==> src/rtl/core/scle_pkg.sv <==
// Shared types, constants and keymap tables for the scancode line editor.
`default_nettype none
package scle_pkg;

    // Scancodes of the shift keys
    localparam logic [7:0] SC_LSHIFT_MAKE  = 8'h2A;
    localparam logic [7:0] SC_RSHIFT_MAKE  = 8'h36;
    localparam logic [7:0] SC_LSHIFT_BREAK = 8'hAA;
    localparam logic [7:0] SC_RSHIFT_BREAK = 8'hB6;
    localparam int         MAP_SIZE        = 58;

    // ASCII codes the editor reacts to
    localparam logic [6:0] CH_BS         = 7'h08;
    localparam logic [6:0] CH_LF         = 7'h0A;
    localparam logic [6:0] CH_SPACE      = 7'h20;
    localparam logic [6:0] CH_PRINT_LAST = 7'h7E;

    // Line buffer geometry
    localparam int         MAX_LINE      = 256;
    localparam int         LIMIT_W       = 9;
    localparam int         INDEX_W       = 8;
    localparam logic [LIMIT_W-1:0] LIMIT_RESET = 9'd256;
    localparam logic [LIMIT_W-1:0] LIMIT_CAP   =
        (MAX_LINE < 256) ? LIMIT_W'(MAX_LINE) : 9'd256;

    // Queue between front and back end
    localparam int QUEUE_DEPTH = 2;

    typedef enum logic [1:0] {
        OP_PRINT = 2'd0,
        OP_BKSP  = 2'd1,
        OP_ENTER = 2'd2
    } op_t;

    typedef struct packed {
        op_t        op;
        logic [6:0] ch;
    } qentry_t;

    // US layout, unshifted
    localparam logic [6:0] PLAIN_MAP [MAP_SIZE] = '{
        7'h00, 7'h1B, 7'h31, 7'h32, 7'h33, 7'h34, 7'h35, 7'h36, 7'h37, 7'h38,
        7'h39, 7'h30, 7'h2D, 7'h3D, 7'h08, 7'h09, 7'h71, 7'h77, 7'h65, 7'h72,
        7'h74, 7'h79, 7'h75, 7'h69, 7'h6F, 7'h70, 7'h5B, 7'h5D, 7'h0A, 7'h00,
        7'h61, 7'h73, 7'h64, 7'h66, 7'h67, 7'h68, 7'h6A, 7'h6B, 7'h6C, 7'h3B,
        7'h27, 7'h60, 7'h00, 7'h5C, 7'h7A, 7'h78, 7'h63, 7'h76, 7'h62, 7'h6E,
        7'h6D, 7'h2C, 7'h2E, 7'h2F, 7'h00, 7'h2A, 7'h00, 7'h20
    };

    // US layout, shifted
    localparam logic [6:0] SHIFT_MAP [MAP_SIZE] = '{
        7'h00, 7'h1B, 7'h21, 7'h40, 7'h23, 7'h24, 7'h25, 7'h5E, 7'h26, 7'h2A,
        7'h28, 7'h29, 7'h5F, 7'h2B, 7'h08, 7'h09, 7'h51, 7'h57, 7'h45, 7'h52,
        7'h54, 7'h59, 7'h55, 7'h49, 7'h4F, 7'h50, 7'h7B, 7'h7D, 7'h0A, 7'h00,
        7'h41, 7'h53, 7'h44, 7'h46, 7'h47, 7'h48, 7'h4A, 7'h4B, 7'h4C, 7'h3A,
        7'h22, 7'h7E, 7'h00, 7'h7C, 7'h5A, 7'h58, 7'h43, 7'h56, 7'h42, 7'h4E,
        7'h4D, 7'h3C, 7'h3E, 7'h3F, 7'h00, 7'h2A, 7'h00, 7'h20
    };

endpackage
`default_nettype wire

==> src/rtl/core/scle_scan_if.sv <==
// Input channel: one raw scancode per transaction.
`default_nettype none
interface scle_scan_if;
    logic       valid;
    logic       ready;
    logic [7:0] scan_byte;

    modport source (output valid, output scan_byte, input ready);
    modport sink   (input valid, input scan_byte, output ready);
endinterface
`default_nettype wire

==> src/rtl/core/scle_echo_if.sv <==
// Output channel: one echo/store result per transaction.
`default_nettype none
interface scle_echo_if;
    logic       valid;
    logic       ready;
    logic [6:0] echo_char;
    logic       store_en;
    logic [7:0] store_index;
    logic [6:0] store_byte;
    logic       line_done;
    logic       last;

    modport source (output valid, output echo_char, output store_en, output store_index,
                    output store_byte, output line_done, output last, input ready);
    modport sink   (input valid, input echo_char, input store_en, input store_index,
                    input store_byte, input line_done, input last, output ready);
endinterface
`default_nettype wire

==> src/rtl/core/scle_front.sv <==
// Front end: tracks shift, translates scancodes and classifies edit operations.
`default_nettype none
module scle_front (
    input  wire logic          clk,
    input  wire logic          rst_n,
    scle_scan_if.sink          scan,
    input  wire logic          q_full,
    output logic               q_push,
    output scle_pkg::qentry_t  q_entry
);

    logic       shift_reg;
    logic       shift_next;
    logic       accept;
    logic [6:0] ch;
    logic       is_map;

    assign scan.ready = !q_full;
    assign accept     = scan.valid && scan.ready;
    assign is_map     = (scan.scan_byte < 8'(scle_pkg::MAP_SIZE));

    // Translate through the plain or shifted keymap
    assign ch = shift_reg ? scle_pkg::SHIFT_MAP[scan.scan_byte[5:0]]
                          : scle_pkg::PLAIN_MAP[scan.scan_byte[5:0]];

    // Classify the transaction
    always_comb
    begin
        shift_next  = shift_reg;
        q_push      = 1'b0;
        q_entry.op  = scle_pkg::OP_PRINT;
        q_entry.ch  = ch;
        if (accept)
        begin
            priority if (scan.scan_byte == scle_pkg::SC_LSHIFT_MAKE ||
                         scan.scan_byte == scle_pkg::SC_RSHIFT_MAKE)
            begin
                shift_next = 1'b1;
            end
            else if (scan.scan_byte == scle_pkg::SC_LSHIFT_BREAK ||
                     scan.scan_byte == scle_pkg::SC_RSHIFT_BREAK)
            begin
                shift_next = 1'b0;
            end
            else if (is_map)
            begin
                priority if (ch == scle_pkg::CH_LF)
                begin
                    q_push     = 1'b1;
                    q_entry.op = scle_pkg::OP_ENTER;
                end
                else if (ch == scle_pkg::CH_BS)
                begin
                    q_push     = 1'b1;
                    q_entry.op = scle_pkg::OP_BKSP;
                end
                else if (ch >= scle_pkg::CH_SPACE && ch <= scle_pkg::CH_PRINT_LAST)
                begin
                    q_push     = 1'b1;
                    q_entry.op = scle_pkg::OP_PRINT;
                end
                else
                begin
                    q_push = 1'b0;
                end
            end
            else
            begin
                shift_next = shift_reg;
            end
        end
    end

    // Hold the shift flag
    always_ff @(posedge clk or negedge rst_n)
    begin
        if (!rst_n)
        begin
            shift_reg <= 1'b0;
        end
        else
        begin
            shift_reg <= shift_next;
        end
    end

endmodule
`default_nettype wire

==> src/rtl/core/scle_queue.sv <==
// Short FIFO of classified operations between front and back end.
`default_nettype none
module scle_queue (
    input  wire logic               clk,
    input  wire logic               rst_n,
    input  wire logic               push,
    input  wire scle_pkg::qentry_t  push_entry,
    output logic                    full,
    input  wire logic               pop,
    output logic                    head_valid,
    output scle_pkg::qentry_t       head
);

    localparam int PTR_W = (scle_pkg::QUEUE_DEPTH > 1) ? $clog2(scle_pkg::QUEUE_DEPTH) : 1;
    localparam int CNT_W = $clog2(scle_pkg::QUEUE_DEPTH + 1);

    scle_pkg::qentry_t entry_reg [scle_pkg::QUEUE_DEPTH];
    logic [PTR_W-1:0]  wr_ptr_reg, wr_ptr_next;
    logic [PTR_W-1:0]  rd_ptr_reg, rd_ptr_next;
    logic [CNT_W-1:0]  count_reg, count_next;
    logic              do_push, do_pop;

    assign full       = (count_reg == CNT_W'(scle_pkg::QUEUE_DEPTH));
    assign head_valid = (count_reg != '0);
    assign head       = entry_reg[rd_ptr_reg];
    assign do_push    = push && !full;
    assign do_pop     = pop && head_valid;

    // Advance pointers and fill count
    always_comb
    begin
        wr_ptr_next = wr_ptr_reg;
        rd_ptr_next = rd_ptr_reg;
        count_next  = count_reg;
        if (do_push)
        begin
            wr_ptr_next = (wr_ptr_reg == PTR_W'(scle_pkg::QUEUE_DEPTH - 1)) ? '0
                                                                          : wr_ptr_reg + 1'b1;
        end
        if (do_pop)
        begin
            rd_ptr_next = (rd_ptr_reg == PTR_W'(scle_pkg::QUEUE_DEPTH - 1)) ? '0
                                                                          : rd_ptr_reg + 1'b1;
        end
        if (do_push && !do_pop)
        begin
            count_next = count_reg + 1'b1;
        end
        else if (do_pop && !do_push)
        begin
            count_next = count_reg - 1'b1;
        end
    end

    always_ff @(posedge clk or negedge rst_n)
    begin
        if (!rst_n)
        begin
            wr_ptr_reg <= '0;
            rd_ptr_reg <= '0;
            count_reg  <= '0;
        end
        else
        begin
            wr_ptr_reg <= wr_ptr_next;
            rd_ptr_reg <= rd_ptr_next;
            count_reg  <= count_next;
        end
    end

    // Store entries
    always_ff @(posedge clk)
    begin
        if (do_push)
        begin
            entry_reg[wr_ptr_reg] <= push_entry;
        end
    end

endmodule
`default_nettype wire

==> src/rtl/core/scle_back.sv <==
// Back end: applies edit operations to the write index and emits echo results.
`default_nettype none
module scle_back (
    input  wire logic                            clk,
    input  wire logic                            rst_n,
    input  wire logic [scle_pkg::LIMIT_W-1:0]    line_limit,
    input  wire logic                            head_valid,
    input  wire scle_pkg::qentry_t               head,
    output logic                                 pop,
    scle_echo_if.source                          echo
);

    typedef enum logic [2:0] {
        BS_FIRST = 3'b001,
        BS_SPACE = 3'b010,
        BS_LAST  = 3'b100
    } bs_state_t;

    bs_state_t                        bs_reg, bs_next;
    logic [scle_pkg::INDEX_W-1:0]     idx_reg, idx_next;
    logic [scle_pkg::LIMIT_W-1:0]     lim_eff;
    logic                             fits;
    logic                             can_load;
    logic                             load;

    logic                             valid_reg, valid_next;
    logic [6:0]                       echo_char_reg, echo_char_next;
    logic                             store_en_reg, store_en_next;
    logic [7:0]                       store_index_reg, store_index_next;
    logic [6:0]                       store_byte_reg, store_byte_next;
    logic                             line_done_reg, line_done_next;
    logic                             last_reg, last_next;

    // Clamp the limit and check for room
    assign lim_eff  = (line_limit > scle_pkg::LIMIT_CAP) ? scle_pkg::LIMIT_CAP : line_limit;
    assign fits     = (lim_eff != '0) &&
                      (({1'b0, idx_reg} + scle_pkg::LIMIT_W'(1)) < lim_eff);
    assign can_load = !valid_reg || echo.ready;

    // Execute the operation at the queue head
    always_comb
    begin
        pop              = 1'b0;
        load             = 1'b0;
        idx_next         = idx_reg;
        bs_next          = bs_reg;
        echo_char_next   = echo_char_reg;
        store_en_next    = 1'b0;
        store_index_next = '0;
        store_byte_next  = '0;
        line_done_next   = 1'b0;
        last_next        = 1'b1;
        if (head_valid)
        begin
            unique case (head.op)
                scle_pkg::OP_PRINT:
                begin
                    if (!fits)
                    begin
                        pop = 1'b1;
                    end
                    else if (can_load)
                    begin
                        pop              = 1'b1;
                        load             = 1'b1;
                        echo_char_next   = head.ch;
                        store_en_next    = 1'b1;
                        store_index_next = idx_reg;
                        store_byte_next  = head.ch;
                        idx_next         = idx_reg + 1'b1;
                    end
                end
                scle_pkg::OP_ENTER:
                begin
                    if (can_load)
                    begin
                        pop              = 1'b1;
                        load             = 1'b1;
                        echo_char_next   = scle_pkg::CH_LF;
                        store_en_next    = 1'b1;
                        store_index_next = idx_reg;
                        line_done_next   = 1'b1;
                        idx_next         = '0;
                    end
                end
                scle_pkg::OP_BKSP:
                begin
                    if (bs_reg == BS_FIRST && idx_reg == '0)
                    begin
                        pop = 1'b1;
                    end
                    else if (can_load)
                    begin
                        load = 1'b1;
                        unique case (bs_reg)
                            BS_FIRST:
                            begin
                                echo_char_next = scle_pkg::CH_BS;
                                last_next      = 1'b0;
                                idx_next       = idx_reg - 1'b1;
                                bs_next        = BS_SPACE;
                            end
                            BS_SPACE:
                            begin
                                echo_char_next = scle_pkg::CH_SPACE;
                                last_next      = 1'b0;
                                bs_next        = BS_LAST;
                            end
                            BS_LAST:
                            begin
                                echo_char_next = scle_pkg::CH_BS;
                                pop            = 1'b1;
                                bs_next        = BS_FIRST;
                            end
                            default:
                            begin
                                load    = 1'b0;
                                bs_next = BS_FIRST;
                            end
                        endcase
                    end
                end
                default:
                begin
                    pop = 1'b1;
                end
            endcase
        end
    end

    assign valid_next = load ? 1'b1 : (echo.ready ? 1'b0 : valid_reg);

    // Control state
    always_ff @(posedge clk or negedge rst_n)
    begin
        if (!rst_n)
        begin
            valid_reg <= 1'b0;
            idx_reg   <= '0;
            bs_reg    <= BS_FIRST;
        end
        else
        begin
            valid_reg <= valid_next;
            idx_reg   <= idx_next;
            bs_reg    <= bs_next;
        end
    end

    // Output payload register
    always_ff @(posedge clk)
    begin
        if (load)
        begin
            echo_char_reg   <= echo_char_next;
            store_en_reg    <= store_en_next;
            store_index_reg <= store_index_next;
            store_byte_reg  <= store_byte_next;
            line_done_reg   <= line_done_next;
            last_reg        <= last_next;
        end
    end

    assign echo.valid       = valid_reg;
    assign echo.echo_char   = echo_char_reg;
    assign echo.store_en    = store_en_reg;
    assign echo.store_index = store_index_reg;
    assign echo.store_byte  = store_byte_reg;
    assign echo.line_done   = line_done_reg;
    assign echo.last        = last_reg;

endmodule
`default_nettype wire

==> src/rtl/core/scancode_line_editor_top.sv <==
// An accepted scancode is registered in the queue entry, then in the back end's output register.
// Throughput: one scancode per cycle for shift, ignored, printable and Enter codes while
// the queue is not full; a backspace occupies the back end for three echo results from its
// single output register. A two-entry queue decouples scancode intake from that.
// Reset: shift released, write index 0, line limit 256, queue and output empty.
`default_nettype none
module scancode_line_editor_top (
    input  wire logic                          clk,
    input  wire logic                          rst_n,
    scle_scan_if.sink                          scan,
    scle_echo_if.source                        echo,
    input  wire logic                          cfg_we,
    input  wire logic [scle_pkg::LIMIT_W-1:0]  cfg_data
);

    logic [scle_pkg::LIMIT_W-1:0] line_limit_reg;
    logic [scle_pkg::LIMIT_W-1:0] line_limit_next;
    logic                         q_push;
    scle_pkg::qentry_t            q_entry;
    logic                         q_full;
    logic                         q_pop;
    logic                         q_valid;
    scle_pkg::qentry_t            q_head;

    // Hold the line limit register
    assign line_limit_next = cfg_we ? cfg_data : line_limit_reg;

    always_ff @(posedge clk or negedge rst_n)
    begin
        if (!rst_n)
        begin
            line_limit_reg <= scle_pkg::LIMIT_RESET;
        end
        else
        begin
            line_limit_reg <= line_limit_next;
        end
    end

    scle_front u_front (
        .clk     (clk),
        .rst_n   (rst_n),
        .scan    (scan),
        .q_full  (q_full),
        .q_push  (q_push),
        .q_entry (q_entry)
    );

    scle_queue u_queue (
        .clk        (clk),
        .rst_n      (rst_n),
        .push       (q_push),
        .push_entry (q_entry),
        .full       (q_full),
        .pop        (q_pop),
        .head_valid (q_valid),
        .head       (q_head)
    );

    scle_back u_back (
        .clk        (clk),
        .rst_n      (rst_n),
        .line_limit (line_limit_reg),
        .head_valid (q_valid),
        .head       (q_head),
        .pop        (q_pop),
        .echo       (echo)
    );

    // A stored character is the echoed one, except the terminator
    assert property (@(posedge clk) disable iff (!rst_n)
        echo.valid && echo.store_en && !echo.line_done |-> echo.store_byte == echo.echo_char)
        else $error("stored byte differs from echoed character");

    // Enter stores a terminator and closes the transaction group
    assert property (@(posedge clk) disable iff (!rst_n)
        echo.valid && echo.line_done |->
            echo.store_en && echo.last && echo.store_byte == 7'd0 &&
            echo.echo_char == scle_pkg::CH_LF)
        else $error("line done result malformed");

    // Only backspace echoes come in groups, and they store nothing
    assert property (@(posedge clk) disable iff (!rst_n)
        echo.valid && !echo.last |->
            !echo.store_en && (echo.echo_char == scle_pkg::CH_BS ||
                               echo.echo_char == scle_pkg::CH_SPACE))
        else $error("non-final result is not a backspace echo");

    // A result taken mid-backspace is followed by the next one of the group
    assert property (@(posedge clk) disable iff (!rst_n)
        echo.valid && echo.ready && !echo.last |=> echo.valid)
        else $error("backspace sequence broken");

endmodule
`default_nettype wire

==> src/flat_wrapper.sv <==
// flat-port wrapper written by rule: the top's interface ports become plain ports
module scancode_line_editor_top_flat 
  (clk, rst_n, cfg_we, cfg_data, scan_valid, scan_scan_byte, scan_ready, echo_valid, echo_echo_char, echo_store_en, echo_store_index, echo_store_byte, echo_line_done, echo_last, echo_ready);
  scle_scan_if scan_i ();
  scle_echo_if echo_i ();
  input  wire logic clk;
  input  wire logic rst_n;
  input  wire logic cfg_we;
  input  wire logic [scle_pkg::LIMIT_W-1:0] cfg_data;
  input wire logic [$bits(scan_i.valid)-1:0] scan_valid;
  input wire logic [$bits(scan_i.scan_byte)-1:0] scan_scan_byte;
  output wire logic [$bits(scan_i.ready)-1:0] scan_ready;
  output wire logic [$bits(echo_i.valid)-1:0] echo_valid;
  output wire logic [$bits(echo_i.echo_char)-1:0] echo_echo_char;
  output wire logic [$bits(echo_i.store_en)-1:0] echo_store_en;
  output wire logic [$bits(echo_i.store_index)-1:0] echo_store_index;
  output wire logic [$bits(echo_i.store_byte)-1:0] echo_store_byte;
  output wire logic [$bits(echo_i.line_done)-1:0] echo_line_done;
  output wire logic [$bits(echo_i.last)-1:0] echo_last;
  input wire logic [$bits(echo_i.ready)-1:0] echo_ready;
  assign scan_i.valid = scan_valid;
  assign scan_i.scan_byte = scan_scan_byte;
  assign scan_ready = scan_i.ready;
  assign echo_valid = echo_i.valid;
  assign echo_echo_char = echo_i.echo_char;
  assign echo_store_en = echo_i.store_en;
  assign echo_store_index = echo_i.store_index;
  assign echo_store_byte = echo_i.store_byte;
  assign echo_line_done = echo_i.line_done;
  assign echo_last = echo_i.last;
  assign echo_i.ready = echo_ready;
  scancode_line_editor_top u_core (.clk(clk), .rst_n(rst_n), .scan(scan_i), .echo(echo_i), .cfg_we(cfg_we), .cfg_data(cfg_data));
endmodule
==> config.mk <==
export PLATFORM = sky130hd
export DESIGN_NAME = scancode_line_editor_top_flat
export DESIGN_NICKNAME = d
export VERILOG_FILES = /design/src/rtl/core/scle_pkg.sv /design/src/rtl/core/scle_scan_if.sv /design/src/rtl/core/scle_echo_if.sv /design/src/rtl/core/scle_front.sv /design/src/rtl/core/scle_queue.sv /design/src/rtl/core/scle_back.sv /design/src/rtl/core/scancode_line_editor_top.sv /design/src/flat_wrapper.sv
export SDC_FILE = /design/constraint.sdc
export NUM_CORES = 1
export LEC_CHECK = 0
export ABC_AREA = 1
export BUFFER_PORTS_ARGS = -buffer_cell sky130_fd_sc_hd__clkbuf_2
export CORE_MARGIN = 2
export CORE_UTILIZATION = 53
export CTS_BUF_LIST = sky130_fd_sc_hd__clkbuf_16
export DETAILED_ROUTE_END_ITERATION = 6
export GPL_TIMING_DRIVEN = 0
export PLACE_DENSITY = 0.82
export SKIP_CTS_REPAIR_TIMING = 1
export SYNTH_ARGS = -nofsm -noshare
export SYNTH_HDL_FRONTEND = slang
export SYNTH_HIERARCHICAL = 1
export SYNTH_SLANG_ARGS = --single-unit
==> constraint.sdc <==
create_clock -name clk -period 4.1 [get_ports clk]
set_clock_uncertainty 0.2 [all_clocks]
set_input_delay 0.82 -clock clk [delete_from_list [all_inputs] [get_ports clk]]
set_output_delay 0.82 -clock clk [all_outputs]
set_load 0.01 [all_outputs]
==> metrics.txt, run 1 <==
run status=finished clean; Cell variety after synth=37; vias post-DR=approximately 4800; Clock Power Share=around 23%; Clk pin slew, worst setup/hold paths=approximately 60 ps; largest net degree at the start of global routing=27; CP Class=reg2reg; core area=around 0.0093 mm^2; sequential share of power=about a third; most common cell in the netlist=nand2_1; clk root buf=clkbuf_16; nature of the critical path startpoint=flip-flop; Finished Layout Cells=890; CTS sink cnt=69; fmax=between 200 and 300 MHz; top fanout value on the critical path=10; Final Slew Violations=0; Post-Syn Instances=701; GRT Total Usage=a little over a quarter; first-pass GRT wire length=between 20000 and 25000 um; PortBufs=between 40 and 50; register bit total from synthesis=69; Leakage=~3.0 nW; Required @ worst endpoint=between 3000 and 4000 ps; Final Hold Viols=0; cell internal pwr=about 0.0021 W; number of global-route vias before repair=around 4600; worst-margin pin slew=712 ps; GPL Wtd Cong=roughly 0.95; ant diodes=0; top-area cell type share of the netlist area=about 25%; DRC errors left=0; max_cap viols=0; Main synth FF type=edfxtp_1; synth cell count leaders=241 x nand2_1, 86 x inv_1, 66 x nand3_1, 66 x nor2_1, 43 x edfxtp_1; RSZ-0062 raised after global routing=false; worst relative slew slack=between 50% and 60%; post-synthesis net count=~760; die area=approximately 0.010 mm^2; maximum vdd drop=approximately 0.27 mV; Clock Tree Buf Depth=2; Detail Route Antenna Nets=0; Via density=between 5 and 6; Rows=35; GRT Residual Overflow=0; Yosys Warn Count=6; H-tree levels=3; Nets=814; WHS=between 200 and 300 ps; CTS Buf Count=9; Area growth, synth to finish=13.9%; ys async rst share=between 30% and 40%; EDFF count, synth=43; slack of the critical path=around 380 ps; detailed placement HPWL=between 9000 and 10000 um; initial core utilization=between 50% and 60%; Seq/Total Area, Yosys=38.1%; Final setup viols=0; largest area contributor in the synthesized netlist=edfxtp_1; max reg flops=18; Die Height=102 um; drt total wl=between 10000 and 15000 um; arrival time worst endpoint=between 3000 and 4000 ps; NetSw=0.00148 W; DR pass1 iterations=5; Worst Hold Class=reg2reg; setup slack at placement=-128 ps; crit end category=flip-flop; initial antenna violation count=0; io pins=49; fraction of layout cells with a size suffix above 1=15.4%; synthesized cell area=0.00511 mm^2; dpl cells=slightly below 900; Comb power frac=between 40% and 50%; Pwr Density=just over 600 mW/mm^2; CTS tree=built; initial drt markers=around 270; die width=a little over 100 um; Switching Share=a little over 40%; WL/cell=around 14 um; fin crit share=90.8%; fin crit period=~3700 ps; clk_lat worst skew=approximately 330 ps; Synth Area per Inst=between 7 and 8 um^2; Synth area leaders=edfxtp_1 25%, nand2_1 18%, dfrtp_1 12%
==> power groups by stage <==
stage               logic [W]  registers (W)  clock network [W]
floorplan             0.00110        0.00119                  0
global placement      0.00151        0.00115                  0
detailed placement    0.00156        0.00116                  0
CTS                   0.00159        0.00115           0.000842
global route          0.00183        0.00117           0.000872
finish                0.00160        0.00115           0.000827
==> cell usage in the layout, fill, tap and decap left out, drive strengths merged <==
cell type  Yosys  layout
clkbuf         2      55
xnor2          5       5
or2            2       2
o211ai         1       1
a211oi         1       1
nor2          81      81
clkinv         0       2
edfxtp        43      43
nand3         67      67
inv           93      95
ha            35      35
buf           16      16
bufinv         0       2
dfstp          2       2
nand3b         2       2
clkinvlp       0       1
o22ai          2       2
nand2        251     251
fa             1       1
o21a           2       2
nand4         17      17
xor2           6       6
o21ai         15      15
a21oi         24      24
a41oi          1       1
nor3           7       7
a31oi          1       1
dfrtp         24      24
==> layer usage <==
metal | wire length, um | up-vias | part of all wire (%) | global-route usage, %
met2 | 6040 | 214 | 48 | 44.3
met4 | 366 | 0 | 2.9 | 12.4
met3 | 872 | 29 | 6.9 | 3.63
met1 | 5380 | 2175 | 42 | 33.9
li1 | - | 2357 | - | -
met5 | 0 | - | 0 | 0
==> area by class of cell <==
type                       count  area [um^2]
fill                         843         3470
multi-input combinational    521         2670
sequential                    69         1940
inverter                      93          352
clock buffer                   9          225
timing repair buffer          44          220
tap                          129          161
buffer                        18          145
clock inverter                 7         97.6
==> cell families (layout without fill, tap and decap cells) <==
kind of cell    Yosys count  after routing  share of synthesized area [%]
buf+inv                 111            171                           9.73
flops                    69             69                           38.1
simple gates            427            427                           36.0
compound gates           47             47                           5.32
xor+xnor                 11             11                           1.89
fa+ha+maj                36             36                           8.97
==> stage by stage <==
step / total power [W] / util, % / TNS (ps) / area [um^2]
after floorplan: 0.00229 / - / 0 / 5110
after global placement: 0.00266 / 59.1 / -649 / 5490
after detailed placement: 0.00272 / 59.1 / -1150 / 5490
after CTS: 0.00357 / 62.6 / 0 / 5810
after global routing: 0.00387 / 62.7 / 0 / 5820
final: 0.00358 / 62.7 / 0 / 5820
==> worst max-delay path, cell delays in order (launching register included) <==
cell and delay [ps]:
dfrtp_1 510, ha_1 230, nand3_1 120, nor3_1 260
xor2_1 180, inv_1 60, ha_1 290, nand2_1 70
nor2_1 50, nand2_1 100, nor2_1 60, nor2_1 170
nand3_1 110, nand2_1 100, buf_4 170, nand3_1 100
nor2_1 580
==> final timing paths <==
check / from / end / slack (ps) / cells after the start
worst max register to register: u_core/u_back/idx_reg[0] / u_core/u_back/echo.echo_char[1] / 380 / 16
worst min register to register: u_core/u_queue/count_reg[1] / u_core/u_queue/count_reg[1] / 270 / 2
worst min-delay path: u_core/u_queue/count_reg[1] / u_core/u_queue/count_reg[1] / 270 / 2
max in group asynchronous: rst_n / u_core/line_limit_reg[0] / 2910 / 1
worst max-delay path: u_core/u_back/idx_reg[0] / u_core/u_back/echo.echo_char[1] / 380 / 16
min in group asynchronous: rst_n / u_core/u_back/idx_reg[6] / 330 / 1
No activity file was read; power rests on OpenSTA's default activity.
==> run 2: changes to the inputs <==
--- a/config.mk
+++ b/config.mk
@@ -7,12 +7,14 @@
 export LEC_CHECK = 0
 export ABC_AREA = 1
 export BUFFER_PORTS_ARGS = -buffer_cell sky130_fd_sc_hd__clkbuf_2
+export CELL_PAD_IN_SITES_DETAIL_PLACEMENT = 0
+export CELL_PAD_IN_SITES_GLOBAL_PLACEMENT = 1
 export CORE_MARGIN = 2
-export CORE_UTILIZATION = 53
+export CORE_UTILIZATION = 44
 export CTS_BUF_LIST = sky130_fd_sc_hd__clkbuf_16
 export DETAILED_ROUTE_END_ITERATION = 6
 export GPL_TIMING_DRIVEN = 0
-export PLACE_DENSITY = 0.82
+export PLACE_DENSITY = 0.9
 export SKIP_CTS_REPAIR_TIMING = 1
 export SYNTH_ARGS = -nofsm -noshare
 export SYNTH_HDL_FRONTEND = slang
==> metrics.txt, run 2 (synthesized netlist as in run 1, its figures left out) <==
run status=finished clean; Final setup viols=0 (unchanged); fmax=266 MHz (-0.87%); ant diodes=0 (unchanged); Clock Tree Buf Depth=2 (unchanged); initial core utilization=44.9% (-10 points); CTS Buf Count=9 (unchanged); DR pass1 iterations=5 (unchanged); nature of the critical path startpoint=flip-flop; clk root buf=clkbuf_16; PortBufs=44 (unchanged); Rows=39 (+11%); max reg flops=18 (unchanged); detailed placement HPWL=9570 um (+2.8%); Required @ worst endpoint=4110 ps (+250 ps); Clk pin slew, worst setup/hold paths=50 ps (about the same); Final Hold Viols=0 (unchanged); H-tree levels=3 (unchanged); GRT Residual Overflow=0 (unchanged); area occupied by registers=0.00194 mm^2 (unchanged); arrival time worst endpoint=3770 ps (+290 ps); crit end category=flip-flop; io pins=49 (unchanged); vias post-DR=4649 (-2.6%); core area=0.0114 mm^2 (+22%); setup TNS=0 ps (unchanged); CTS sink cnt=69 (unchanged); clk_lat worst skew=320 ps (about the same); setup slack at placement=-112 ps (+16.9 ps); largest net degree at the start of global routing=27 (unchanged); DRC errors left=0 (unchanged); initial antenna violation count=0 (unchanged); die area=0.0125 mm^2 (+20%); area of the multi-input gates=0.00267 mm^2 (-0.19%); worst-margin pin slew=732 ps (+20.6 ps); drt total wl=12500 um (-1.1%); worst relative slew slack=51.2% (-1.4 points); WHS=272 ps (-2.02 ps); GRT Total Usage=20.8% (-5.6 points); Detail Route Antenna Nets=0 (unchanged); max_cap viols=0 (unchanged); Area growth, synth to finish=12.7%; die width=112 um (+9.4%); most common cell after layout, fill and taps aside=nand2_1; top fanout value on the critical path=10 (unchanged); GPL Wtd Cong=0.982 (+3.5%); Fillers=1140 (+35%); WL/cell=13.9 um (-2.5%); CTS tree=built; Nets=814 (unchanged); fin crit period=3760 ps (+32.7 ps); Die Height=112 um (+9.4%); Leakage=2.97 nW (-0.81%); slack of the critical path=345 ps (-32.7 ps); number of global-route vias before repair=4470 (-2.3%); most frequent cells in the layout=241 x nand2_1, 88 x inv_1, 66 x nand3_1; RSZ-0062 raised after global routing=false; first-pass GRT wire length=21100 um (-1.4%); maximum vdd drop=0.442 mV (+64%); Final Slew Violations=0 (unchanged); Pwr Density=585 mW/mm^2 (-4.8%); CP Class=reg2reg; fraction of layout cells with a size suffix above 1=14.6% (-0.77 points); fin crit share=91.6% (+0.80 points); Via density=5.15 (-4.0%); Worst Hold Class=reg2reg; initial drt markers=231 (-15%)
[run 2: changes by cell type in the layout (fill, tap and decap cells not counted), sizes merged]
cell | previous run | this run
bufinv | 2 | 0
clkinv | 2 | 4
clkinvlp | 1 | 0
[run 2: where the power goes]
| part | internal (W) | switching [W] | leakage, nW | total (W) |
|---|---|---|---|---|
| logic | 0.000542 | 0.00103 | 2.11 | 0.00158 |
| clock network | 0.000392 | 0.000251 | 0.130 | 0.000644 |
| registers | 0.00102 | 0.000126 | 0.728 | 0.00115 |
[run 2: critical path, stage by stage, from the launching register on]
cell	delay, ps
dfrtp_1	490
inv_1	120
nor3_1	430
nand2_1	140
xor2_1	150
inv_1	70
ha_1	290
nand2_1	50
nor2_1	160
nand2_1	90
nor2_1	140
nand2_2	90
nand3_1	70
nand2_1	70
buf_4	170
a31oi_1	240
nand2_2	100
ha_1	310
inv_1	80
nand3_1	70
nand2_1	60
nand2_1	40
[run 2: metal layers]
layer	GRT usage, %	wire length, um	vias up
met4	8.97	226	0
met2	36.0	6130	133
li1	-	-	2348
met5	0	0	-
met3	2.45	613	23
met1	26.2	5550	2145
[run 2: area by class of cell]
| class | instances | area share [%] |
|---|---|---|
| Buffer | 18 | 2.52 |
| Clock buffer | 9 | 3.91 |
| Clock inverter | 6 | 0.413 |
| Inverter | 93 | 6.11 |
| Multi-Input combinational cell | 521 | 46.3 |
| Sequential cell | 69 | 33.8 |
| Tap cell | 143 | 3.11 |
| Timing Repair Buffer | 44 | 3.83 |
[run 2: final timing paths]
| kind | startpoint | endpoint | slack [ps] | cells past startpoint |
|---|---|---|---|---|
| max | u_core/u_back/idx_reg[0] | u_core/u_queue/count_reg[1] | 340 | 21 |
| min | u_core/u_queue/count_reg[1] | u_core/u_queue/count_reg[1] | 270 | 2 |
| max reg2reg | u_core/u_back/idx_reg[0] | u_core/u_queue/count_reg[1] | 340 | 21 |
| min reg2reg | u_core/u_queue/count_reg[1] | u_core/u_queue/count_reg[1] | 270 | 2 |
| max in group asynchronous | rst_n | u_core/u_queue/wr_ptr_reg | 2880 | 1 |
| min in group asynchronous | rst_n | u_core/u_back/idx_reg[6] | 350 | 1 |
[run 2: through the flow]
stage               std cells  cell area [um^2]  util (%)  power, W
CTS                       903              5750      50.6   0.00339
detailed placement        888              5510      48.4   0.00273
finish                    903              5760      50.6   0.00337
global route              903              5760      50.6   0.00365
floorplan                 701              5110         -   0.00229
global placement          888              5510      48.4   0.00269
